===== config.mk =====
export PLATFORM = sky130hd
export DESIGN_NAME = box_subtract_3d
export DESIGN_NICKNAME = d
export VERILOG_FILES = /design/src/hdl/bsub3d_pkg.sv /design/src/hdl/box_subtract_3d.sv
export SDC_FILE = /design/constraint.sdc
export NUM_CORES = 1
export LEC_CHECK = 0
export ABC_CLOCK_PERIOD_IN_PS = 20500
export CELL_PAD_IN_SITES_DETAIL_PLACEMENT = 1
export CELL_PAD_IN_SITES_GLOBAL_PLACEMENT = 1
export CORE_MARGIN = 4
export CORE_UTILIZATION = 30
export DETAILED_ROUTE_END_ITERATION = 12
export DONT_BUFFER_PORTS = 1
export PLACE_DENSITY = 0.56
export SLEW_MARGIN = 10
export SYNTH_ARGS = -nofsm -noshare
export SYNTH_HDL_FRONTEND = slang
export SYNTH_SLANG_ARGS = --single-unit

===== constraint.sdc =====
create_clock -name clock -period 20.5 [get_ports clock]
set_input_delay 1.025 -clock clock [delete_from_list [all_inputs] [get_ports clock]]
set_output_delay 1.025 -clock clock [all_outputs]
set_load 0.005 [all_outputs]

===== src/hdl/bsub3d_pkg.sv =====
package bsub3d_pkg;

   // Geometry of one item
   localparam int NUM_AXES  = 3;
   localparam int NUM_SLOTS = 2 * NUM_AXES;
   localparam int SLOT_BITS = 3;

   // Slab codes carried on the result tuser
   typedef enum logic [SLOT_BITS-1:0] {
      SLOT_X_BELOW = 3'd0,
      SLOT_X_ABOVE = 3'd1,
      SLOT_Y_BELOW = 3'd2,
      SLOT_Y_ABOVE = 3'd3,
      SLOT_Z_BELOW = 3'd4,
      SLOT_Z_ABOVE = 3'd5
   } slot_type;

   // Bit positions within the result tuser
   localparam int TUSER_SLOT_LSB  = 0;
   localparam int TUSER_EMPTY_BIT = SLOT_BITS;
   localparam int TUSER_BITS      = SLOT_BITS + 1;

endpackage


===== src/hdl/box_subtract_3d.sv =====
// Channel  Dir  Ports                       Content
// req      in   req_tvalid/tready/tdata     grid box then cut box, twelve bounds
// rsp      out  rsp_tvalid/tready/tdata/    one remaining piece per transfer,
//               tuser/tlast                 slab code, empty flag, last of item
//
// An item passes three register stages (input, compare, piece build)
// and then the output register, which drives rsp.
// The piece-build stage hands one piece per cycle to the output register while rsp
// is not stalled, and takes the next item as the last of one to six pieces goes out.
// Reset is synchronous and clears the valid bits of every stage and the pending mask.
// A stall on rsp holds the output register; earlier stages keep filling
// until each holds an item, then req_tready falls.
module box_subtract_3d #(
   parameter int COORD_BITS = 16
) (
   input  logic clock,
   input  logic reset,
   input  logic req_tvalid,
   output logic req_tready,
   // grid_x_lo, grid_x_hi, grid_y_lo, grid_y_hi, grid_z_lo, grid_z_hi,
   // cut_x_lo, cut_x_hi, cut_y_lo, cut_y_hi, cut_z_lo, cut_z_hi
   input  logic [((12*COORD_BITS+7)/8)*8-1:0] req_tdata,
   output logic rsp_tvalid,
   input  logic rsp_tready,
   // piece_x_lo, piece_x_hi, piece_y_lo, piece_y_hi, piece_z_lo, piece_z_hi
   output logic [((6*COORD_BITS+7)/8)*8-1:0] rsp_tdata,
   // piece_slot [2:0], nothing_left [3]
   output logic [bsub3d_pkg::TUSER_BITS-1:0] rsp_tuser,
   output logic rsp_tlast
);
   import bsub3d_pkg::*;

   localparam int OUT_BITS = ((6*COORD_BITS+7)/8)*8;

   typedef logic [COORD_BITS-1:0] coord_type;

   // Stage 1: registered input
   logic      s1_vld_ff, s1_vld_in;
   coord_type s1_glo_ff [NUM_AXES];
   coord_type s1_ghi_ff [NUM_AXES];
   coord_type s1_clo_ff [NUM_AXES];
   coord_type s1_chi_ff [NUM_AXES];

   // Stage 2: bounds and compare flags
   logic      s2_vld_ff, s2_vld_in;
   coord_type s2_glo_ff [NUM_AXES];
   coord_type s2_ghi_ff [NUM_AXES];
   coord_type s2_clo_ff [NUM_AXES];
   coord_type s2_chi_ff [NUM_AXES];
   logic [NUM_AXES-1:0] s2_below_ff, s2_below_in;
   logic [NUM_AXES-1:0] s2_above_ff, s2_above_in;
   logic      s2_disjoint_ff, s2_disjoint_in;

   // Stage 3: built pieces and pending mask
   logic      s3_vld_ff, s3_vld_in;
   coord_type s3_lo_ff [NUM_SLOTS][NUM_AXES];
   coord_type s3_hi_ff [NUM_SLOTS][NUM_AXES];
   coord_type s3_lo_in [NUM_SLOTS][NUM_AXES];
   coord_type s3_hi_in [NUM_SLOTS][NUM_AXES];
   logic [NUM_SLOTS-1:0] s3_mask_ff, s3_mask_in, s3_mask_new;
   logic      s3_empty_ff, s3_empty_in;

   // Output register
   logic      rsp_vld_ff, rsp_vld_in;
   logic [6*COORD_BITS-1:0] rsp_data_ff, rsp_data_in;
   logic [SLOT_BITS-1:0]    rsp_slot_ff;
   logic      rsp_empty_ff, rsp_last_ff;

   // Handshake between stages
   logic out_load, s3_done, s3_take, s2_take, s1_take;
   logic [SLOT_BITS-1:0] pick;
   logic [NUM_SLOTS-1:0] mask_left;
   logic pick_last;

   assign out_load  = s3_vld_ff && (!rsp_vld_ff || rsp_tready);
   assign s3_done   = out_load && pick_last;
   assign s3_take   = !s3_vld_ff || s3_done;
   assign s2_take   = !s2_vld_ff || s3_take;
   assign s1_take   = !s1_vld_ff || s2_take;
   assign req_tready = s1_take;

   // Stage 1: capture the request
   assign s1_vld_in = req_tvalid || !s1_take;

   always_ff @(posedge clock) begin
      if (reset) begin
         s1_vld_ff <= 1'b0;
      end else begin
         s1_vld_ff <= s1_vld_in;
      end
   end

   always_ff @(posedge clock) begin
      if (s1_take && req_tvalid) begin
         for (int a = 0; a < NUM_AXES; a++) begin
            s1_glo_ff[a] <= req_tdata[(2*a)*COORD_BITS +: COORD_BITS];
            s1_ghi_ff[a] <= req_tdata[(2*a+1)*COORD_BITS +: COORD_BITS];
            s1_clo_ff[a] <= req_tdata[(6+2*a)*COORD_BITS +: COORD_BITS];
            s1_chi_ff[a] <= req_tdata[(7+2*a)*COORD_BITS +: COORD_BITS];
         end
      end
   end

   // Stage 2: compare each axis
   always_comb begin
      s2_disjoint_in = 1'b0;
      for (int a = 0; a < NUM_AXES; a++) begin
         s2_below_in[a] = s1_glo_ff[a] < s1_clo_ff[a];
         s2_above_in[a] = s1_ghi_ff[a] > s1_chi_ff[a];
         if (s1_glo_ff[a] > s1_chi_ff[a] || s1_ghi_ff[a] < s1_clo_ff[a]) begin
            s2_disjoint_in = 1'b1;
         end
      end
   end

   assign s2_vld_in = s1_vld_ff || !s2_take;

   always_ff @(posedge clock) begin
      if (reset) begin
         s2_vld_ff <= 1'b0;
      end else begin
         s2_vld_ff <= s2_vld_in;
      end
   end

   always_ff @(posedge clock) begin
      if (s2_take && s1_vld_ff) begin
         s2_glo_ff      <= s1_glo_ff;
         s2_ghi_ff      <= s1_ghi_ff;
         s2_clo_ff      <= s1_clo_ff;
         s2_chi_ff      <= s1_chi_ff;
         s2_below_ff    <= s2_below_in;
         s2_above_ff    <= s2_above_in;
         s2_disjoint_ff <= s2_disjoint_in;
      end
   end

   // Stage 3: build all six slabs, core clipped by earlier axes
   always_comb begin
      coord_type cur_lo [NUM_AXES];
      coord_type cur_hi [NUM_AXES];
      for (int b = 0; b < NUM_AXES; b++) begin
         cur_lo[b] = s2_below_ff[b] ? s2_clo_ff[b] : s2_glo_ff[b];
         cur_hi[b] = s2_above_ff[b] ? s2_chi_ff[b] : s2_ghi_ff[b];
      end
      for (int a = 0; a < NUM_AXES; a++) begin
         for (int b = 0; b < NUM_AXES; b++) begin
            if (b < a) begin
               s3_lo_in[2*a][b]   = cur_lo[b];
               s3_hi_in[2*a][b]   = cur_hi[b];
               s3_lo_in[2*a+1][b] = cur_lo[b];
               s3_hi_in[2*a+1][b] = cur_hi[b];
            end else if (b > a) begin
               s3_lo_in[2*a][b]   = s2_glo_ff[b];
               s3_hi_in[2*a][b]   = s2_ghi_ff[b];
               s3_lo_in[2*a+1][b] = s2_glo_ff[b];
               s3_hi_in[2*a+1][b] = s2_ghi_ff[b];
            end else begin
               s3_lo_in[2*a][b]   = s2_glo_ff[b];
               s3_hi_in[2*a][b]   = s2_clo_ff[b] - coord_type'(1);
               s3_lo_in[2*a+1][b] = s2_chi_ff[b] + coord_type'(1);
               s3_hi_in[2*a+1][b] = s2_ghi_ff[b];
            end
         end
         s3_mask_new[2*a]   = s2_below_ff[a];
         s3_mask_new[2*a+1] = s2_above_ff[a];
      end
      s3_empty_in = 1'b0;
      s3_mask_in  = s3_mask_new;
      // Disjoint: pass the grid box as a single piece in the first slot
      if (s2_disjoint_ff) begin
         s3_mask_in = NUM_SLOTS'(1);
         for (int b = 0; b < NUM_AXES; b++) begin
            s3_lo_in[0][b] = s2_glo_ff[b];
            s3_hi_in[0][b] = s2_ghi_ff[b];
         end
      end else if (s3_mask_new == '0) begin
         // Fully covered: one zero box flagged empty
         s3_mask_in  = NUM_SLOTS'(1);
         s3_empty_in = 1'b1;
         for (int b = 0; b < NUM_AXES; b++) begin
            s3_lo_in[0][b] = '0;
            s3_hi_in[0][b] = '0;
         end
      end
   end

   assign s3_vld_in = s2_vld_ff || !s3_take;

   always_ff @(posedge clock) begin
      if (reset) begin
         s3_vld_ff <= 1'b0;
      end else begin
         s3_vld_ff <= s3_vld_in;
      end
   end

   always_ff @(posedge clock) begin
      if (reset) begin
         s3_mask_ff <= '0;
      end else if (s3_take) begin
         s3_mask_ff <= s2_vld_ff ? s3_mask_in : '0;
      end else if (out_load) begin
         s3_mask_ff <= mask_left;
      end
   end

   always_ff @(posedge clock) begin
      if (s3_take && s2_vld_ff) begin
         s3_lo_ff    <= s3_lo_in;
         s3_hi_ff    <= s3_hi_in;
         s3_empty_ff <= s3_empty_in;
      end
   end

   // Pick the lowest pending slab
   always_comb begin
      pick = '0;
      for (int i = NUM_SLOTS - 1; i >= 0; i--) begin
         if (s3_mask_ff[i]) begin
            pick = SLOT_BITS'(i);
         end
      end
      mask_left       = s3_mask_ff;
      mask_left[pick] = 1'b0;
      pick_last       = (mask_left == '0);
      for (int b = 0; b < NUM_AXES; b++) begin
         rsp_data_in[(2*b)*COORD_BITS +: COORD_BITS]   = s3_lo_ff[pick][b];
         rsp_data_in[(2*b+1)*COORD_BITS +: COORD_BITS] = s3_hi_ff[pick][b];
      end
   end

   // Output register: load on each transfer slot
   assign rsp_vld_in = s3_vld_ff || (rsp_vld_ff && !rsp_tready);

   always_ff @(posedge clock) begin
      if (reset) begin
         rsp_vld_ff <= 1'b0;
      end else begin
         rsp_vld_ff <= rsp_vld_in;
      end
   end

   always_ff @(posedge clock) begin
      if (out_load) begin
         rsp_data_ff  <= rsp_data_in;
         rsp_slot_ff  <= s3_empty_ff ? SLOT_X_BELOW : pick;
         rsp_empty_ff <= s3_empty_ff;
         rsp_last_ff  <= pick_last;
      end
   end

   assign rsp_tvalid = rsp_vld_ff;
   assign rsp_tdata  = OUT_BITS'(rsp_data_ff);
   assign rsp_tlast  = rsp_last_ff;
   assign rsp_tuser[TUSER_SLOT_LSB +: SLOT_BITS] = rsp_slot_ff;
   assign rsp_tuser[TUSER_EMPTY_BIT]             = rsp_empty_ff;

   // Checks
   a_empty_is_single_zero: assert property (@(posedge clock) disable iff (reset)
      rsp_vld_ff && rsp_empty_ff |-> rsp_last_ff && rsp_data_ff == '0)
      else $error("empty result not a single zero box");

   a_busy_has_pieces: assert property (@(posedge clock) disable iff (reset)
      s3_vld_ff |-> s3_mask_ff != '0)
      else $error("piece stage valid with nothing pending");

   a_slot_range: assert property (@(posedge clock) disable iff (reset)
      rsp_vld_ff |-> rsp_slot_ff <= SLOT_Z_ABOVE)
      else $error("slab code out of range");

   a_mask_shrinks: assert property (@(posedge clock) disable iff (reset)
      out_load && !pick_last |=> s3_vld_ff && s3_mask_ff == $past(mask_left))
      else $error("pending mask lost a slab");

endmodule


After elaboration in Yosys (flattened, before gate mapping)
Index checks and enable logic that the tools add are counted.
- reduce and logical (&&, ||, !) cells: 30
- multiplexer cells: 29
- bitwise operators: 3
- magnitude comparators: 15
- add/sub/neg operators: 6
- operators with widths (kind ; count):
    2-to-1 mux 48 bit ; 8
    binary-select mux 48 bit (select 3 bit) ; 2
    greater-than comparator 16 bit ; 6
    less-than comparator 16 bit ; 6
    2-to-1 mux 16 bit ; 4
    adder 16 x 1 -> 16 bit, second input constant ; 3
    subtractor 16 x 1 -> 16 bit, second input constant ; 3
    2-to-1 mux 6 bit ; 5
    2-to-1 mux 3 bit ; 6
    logical NOT 6 bit ; 2
    logical OR 1 bit ; 11
    logical NOT 1 bit ; 8
    logical AND 1 bit ; 7
    AND 6 bit ; 1
    NOT 6 bit ; 1
    greater-or-equal comparator 4 bit, second input constant ; 1
    less-than comparator 3 x 4 -> 1 bit, second input constant ; 1
    NOT 3 -> 4 bit ; 1
    demux 1 bit (select 3 bit) ; 1
    greater-or-equal comparator 3 x 1 -> 1 bit, second input constant ; 1
    2-to-1 mux 1 bit ; 3
    nonzero test 2 bit ; 1
    OR reduction 2 bit ; 1
- flip-flop bits (word level): 823
- input bits: 196

Longest topological paths before layout
- depth in word-level cells: 19
- gate-level depth with buffers: 9
- depth with buffers taken out: 8

Worst setup path before layout
Ideal clock, no wire load.
- path kind: reg-to-reg
- start: register s3_mask_ff[0]
- end: register s2_above_ff[0], enable pin
- slack: 3536 ps
- library setup time: 1060 ps
- path buffers: 1
- cell stages (with the launch flop): 6
- data arrival time: 15904 ps
- period minus slack after synthesis: 16964 ps
- cell sequence: dfxtp_1 > buf_6 > or4_4 > o21ai_1 > o21ai_0 > a21boi_0
- word-level cells in the longest chain between the ends: 12
- elaborated cells on any way between the ends: 13
- classes of those cells: order compare: 2; mux: 3; bitwise: 2; reduce/logical: 6
- ends and longest elaborated chain (what ; line ; RTL):
    start, declared ; box_subtract_3d.sv:60 ; logic [NUM_SLOTS-1:0] s3_mask_ff, s3_mask_in, s3_mask_new;
    start signal, assigned ; box_subtract_3d.sv:202 ; s3_mask_ff <= s2_vld_ff ? s3_mask_in : '0;
    start signal, assigned ; box_subtract_3d.sv:204 ; s3_mask_ff <= mask_left;
    2-to-1 mux 3 bit ; box_subtract_3d.sv:220 ; if (s3_mask_ff[i]) begin
    less-than comparator 3 x 4 -> 1 bit (implied by the code) or greater-or-equal comparator 3 x 1 -> 1 bit (tied branches) ; box_subtract_3d.sv:225 ; mask_left[pick] = 1'b0;
    logical AND 1 bit (implied by the code) ; box_subtract_3d.sv:225 ;
    2-to-1 mux 1 bit (implied by the code) ; box_subtract_3d.sv:225 ;
    demux 1 bit (select 3 bit) ; box_subtract_3d.sv:225 ;
    NOT 6 bit (no source line) ; - ;
    AND 6 bit (no source line) (*) ; - ;
    logical NOT 6 bit (*) ; box_subtract_3d.sv:226 ; pick_last = (mask_left == '0);
    logical AND 1 bit (*) ; box_subtract_3d.sv:76 ; assign s3_done = out_load && pick_last;
    logical OR 1 bit (*) ; box_subtract_3d.sv:77 ; assign s3_take = !s3_vld_ff || s3_done;
    logical OR 1 bit (*) ; box_subtract_3d.sv:78 ; assign s2_take = !s2_vld_ff || s3_take;
    logical AND 1 bit (*) ; box_subtract_3d.sv:127 ; if (s2_take && s1_vld_ff) begin
    end signal, assigned ; box_subtract_3d.sv:133 ; s2_above_ff <= s2_above_in;
    end, declared ; box_subtract_3d.sv:51 ; logic [NUM_AXES-1:0] s2_above_ff, s2_above_in;
Every way passes the cells marked *; elsewhere a longest branch is shown, timed or not.
A chain may end at the register's enable or synchronous reset.

Worst setup path in the final report
- start: register s3_mask_ff[1]
- end: register s2_glo_ff[33] in the netlist's numbering, enable pin
- word-level cells in the longest chain between the ends: 13
- elaborated cells on any way between the ends: 14
- classes of those cells: order compare: 2; mux: 4; bitwise: 2; reduce/logical: 6
- ends and longest elaborated chain (what ; line ; RTL):
    2-to-1 mux 3 bit (2 in a row) ; box_subtract_3d.sv:220 ;
    less-than comparator 3 x 4 -> 1 bit (implied by the code) or greater-or-equal comparator 3 x 1 -> 1 bit (tied branches) ; box_subtract_3d.sv:225 ;
    logical AND 1 bit (implied by the code) ; box_subtract_3d.sv:225 ;
    2-to-1 mux 1 bit (implied by the code) ; box_subtract_3d.sv:225 ;
    demux 1 bit (select 3 bit) ; box_subtract_3d.sv:225 ;
    NOT 6 bit (no source line) ; - ;
    AND 6 bit (no source line) (*) ; - ;
    logical NOT 6 bit (*) ; box_subtract_3d.sv:226 ;
    logical AND 1 bit (*) ; box_subtract_3d.sv:76 ;
    logical OR 1 bit (*) ; box_subtract_3d.sv:77 ;
    logical OR 1 bit (*) ; box_subtract_3d.sv:78 ;
    logical AND 1 bit (*) ; box_subtract_3d.sv:127 ;
    end signal, assigned ; box_subtract_3d.sv:128 ; s2_glo_ff <= s1_glo_ff;
    end, declared ; box_subtract_3d.sv:46 ; coord_type s2_glo_ff [NUM_AXES];
Marked as above.

==> results.sh <==
export IMPL_place_gp_congestion=0.8063
export IMPL_cts_made_buffers=95
export IMPL_path_cells="or4_4 -> o21ai_1 -> o21ai_0 -> a21boi_4 -> buf_4 -> buf_4"
export IMPL_critPathMaxFanout=67
export IMPL_fp_dieH_um=346.7
export IMPL_worst_endpoint_required_ns=20.76
export IMPL_cellLeakagePower_nw=14.08
export IMPL_post_cts_buffers=0
export IMPL_final_util_pct=34.40
export IMPL_reg2reg_depth=6
export IMPL_cts_resized=0
export IMPL_dr_wl_met2_um=47120
export IMPL_grt_max_degree=193
export IMPL_cts_tree="built"
export IMPL_grt_usage_pct=15.50
export IMPL_slew_viol_final=0
export IMPL_post_route_period_util_pct=20.61
export IMPL_ys_warnings_count=0
export IMPL_crit_end="s2_glo_ff[33]"
export IMPL_whs_ns=0.4276
export IMPL_crit_path_start="s3_mask_ff[1]"
export IMPL_dr_total_vias=18618
export IMPL_syn_avg_cell_area_um2=15.49
export IMPL_synthToLayoutAreaGrowth_pct=14.10
export IMPL_slowest_stage="buf_4"
export IMPL_peakVddDrop_mv=0.05876
export IMPL_worstSetupStartpointType="register"
export IMPL_yosysSeqAreaShare_pct=71.50
export IMPL_path_class="register to register"
export IMPL_root_buffer="clkbuf_16"
export IMPL_clk_pin_slew_ns=0.06
export IMPL_setup_slack_ns=16.27
export IMPL_synth_seq_cells=823
export IMPL_antenna_found_initial=2
export IMPL_worstSkewPairLatency_ns=0.67
export IMPL_route_met3_wl_um=4164
export IMPL_die_area_um2=120200
export IMPL_wl_met1_um=41230
export IMPL_synth_cell_type_count=76
export IMPL_drive_above_1_share_pct=11.11
export IMPL_nets=2677
export IMPL_r2r_start="s3_mask_ff[1]"
export IMPL_hold_viol=0
export IMPL_hold_class="input port to register"
export IMPL_start_util_pct=30.15
export IMPL_drtIter0Drc=1320
export IMPL_htreeDepth=3
export IMPL_timing_fmax_mhz=236.7
export IMPL_place_area_um2=36250
export IMPL_arrival_ns=4.49
export IMPL_status="finished, final reports clean"
export IMPL_grt_pass1_wl_um=137800
export IMPL_max_cap_violations=0
export IMPL_period_minus_slack_ns=4.226
export IMPL_r2r_setup_slack_ns=16.27
export IMPL_syn_cell_area_um2=34420
export IMPL_core_um2=114200
export IMPL_rsz0062_at_grt="false"
export IMPL_power_density_nw_per_um2=96.75
export IMPL_first_pass_iters=4
export IMPL_clock_skew_ns=0.03730
export IMPL_syn_inst=2222
export IMPL_tightest_slew_ns=1.072
export IMPL_dp_worst_setup_slack_ns=16.26
export IMPL_portBuffers=0
export IMPL_slowest_delay_ns=0.86
export IMPL_synth_net_count=2610
export IMPL_clkSinkCount=823
export IMPL_tns_ns=0
export IMPL_synth_edf_count=813
export IMPL_dp_hpwl_um=67340
export IMPL_drt_total_wl_um=94970
export IMPL_vias_per_cell=4.798
export IMPL_finalSetupViolations=0
export IMPL_stdcell_count=3880
export IMPL_synthArstFlopShare_pct=0
export IMPL_clock_path_buffers=3
export IMPL_placed_cells=3703
export IMPL_ios=299
export IMPL_ant_nets=0
export IMPL_yosys_most_used_dff="edfxtp_1"
export IMPL_holdBufCountCts=0
export IMPL_die_w_um=346.7
export IMPL_path_common_cell="buf_4"
export IMPL_drt_wirelength_per_cell_um=24.48
export IMPL_gr_total_overflow=0
export IMPL_r2r_end="s2_glo_ff[33]"
export IMPL_drc=0
export IMPL_relSlewSlack_pct=28.47
export IMPL_final_cell_area_um2=39280
export IMPL_rows=124
export IMPL_grt_pass1_vias=20037
export IMPL_power_mw=3.800
export IMPL_worst_setup_path_end_kind="register"
export IMPL_routed_top_layer="met4"
## area by class of cell
class / count / area [um2]
fill: 11762 / 74910
sequential: 823 / 24610
multi-input combinational: 1224 / 9091
clock buffer: 124 / 2527
tap: 1512 / 1892
clock inverter: 51 / 469.2
inverter: 119 / 454.2
timing repair buffer: 26 / 227.7
antenna: 1 / 2.502
## per-layer routing
layer	global-route usage [%]	vias up
met5	0	-
met4	4.568	0
met3	2.913	130
met2	26.60	382
met1	20.00	9530
li1	-	8576
## layout by cell type, fill, tap and decap left out, types with 33 or more instances in the layout
cell type and instances:
clkbuf_16 96, nor2_1 133, ha_1 192, mux2i_1 40, o22ai_1 35, nor2b_1 92, mux2_2 64, xor2_1 43
xnor2_1 38, inv_1 118, a21o_1 33, o21ai_0 70, a21oi_1 65, edfxtp_1 813, nand2_1 136
## cells in the mapped netlist (all sizes together), types with 2 or more instances
library cell,n,area [um2]
or3,8,56.31
nand2b,9,56.30
a21o,33,247.7
a221oi,20,175.2
nor2,146,591.8
and4,6,52.55
nand4,31,193.9
a2111oi,5,43.79
a21boi,2,15.01
ha,192,2402
nand3,32,165.2
a32o,2,20.02
nand3b,2,15.01
o21a,12,98.84
nand2,138,536.8
mux2,64,720.7
nor3,30,166.4
buf,38,252.7
o211ai,5,51.30
edfxtp,813,24410
clkbuf,18,71.31
a222oi,12,120.1
a211oi,10,75.07
a21oi,67,350.3
o22ai,35,219.0
o221ai,4,35.03
dfxtp,10,200.2
nor4,11,105.1
mux2i,40,400.4
and3,11,68.82
a22o,4,35.03
a31oi,2,12.51
or4,9,78.82
or2,3,18.77
a211o,3,26.28
xor2,43,376.6
xnor2,38,332.8
o31a,3,26.28
nor2b,92,575.6
o31ai,6,50.05
inv,119,446.7
o21ai,81,405.4
and2,6,40.04
## critical path, delay by kind of cell (launching register included)
family	cells	cell delay, ns
simple gates	1	0.65
buf+inv	2	1.59
compound gates	3	1.00
flops	1	0.45
## power breakdown
group / total [mW] / internal, mW / leakage, nW / switching, mW
Clock: 1.64 / 0.958 / 1.45 / 0.684
Sequential: 1.97 / 1.91 / 7.69 / 0.0581
Combinational: 0.187 / 0.0715 / 4.94 / 0.116
Total: 3.80 / 2.94 / 14.1 / 0.858
## kinds of logic (layout without fill, tap and decap cells)
group           after synthesis  count (layout)  share of synthesized area, %
flops                       823             823                         71.50
simple gates                535             535                         7.927
compound gates              311             311                         6.008
fa+ha+maj                   193             193                         7.008
buf+inv                     175             320                         2.239
mux                         104             104                         3.257
xor+xnor                     81              81                         2.061
other cells                   0               1                             0
## registers in the layout, summed over array words and instances (netlist names), 6 cells and up
name        count
s3_mask_ff      6
s1_chi_ff      48
s2_clo_ff      48
s3_lo_ff      160
s3_hi_ff      160
s2_glo_ff      48
s1_ghi_ff      48
s2_ghi_ff      48
s1_clo_ff      48
s1_glo_ff      48
s2_chi_ff      48
rsp_tdata      96
## worst min path at each step
stage | start | endpoint | slack [ns] | depth (start not counted)
floorplan | s2_ghi_ff[0] | s3_hi_ff[0] | 0.42 | 0
global placement | s2_ghi_ff[4] | s3_hi_ff[4] | 0.42 | 0
detailed placement | s2_ghi_ff[13] | s3_hi_ff[13] | 0.43 | 0
CTS | reset | s3_mask_ff[0] | 0.36 | 1
global route | reset | s3_mask_ff[0] | 0.38 | 1
finish | reset | s3_mask_ff[0] | 0.43 | 1
Note: power is estimated with default switching activity, not from simulation.
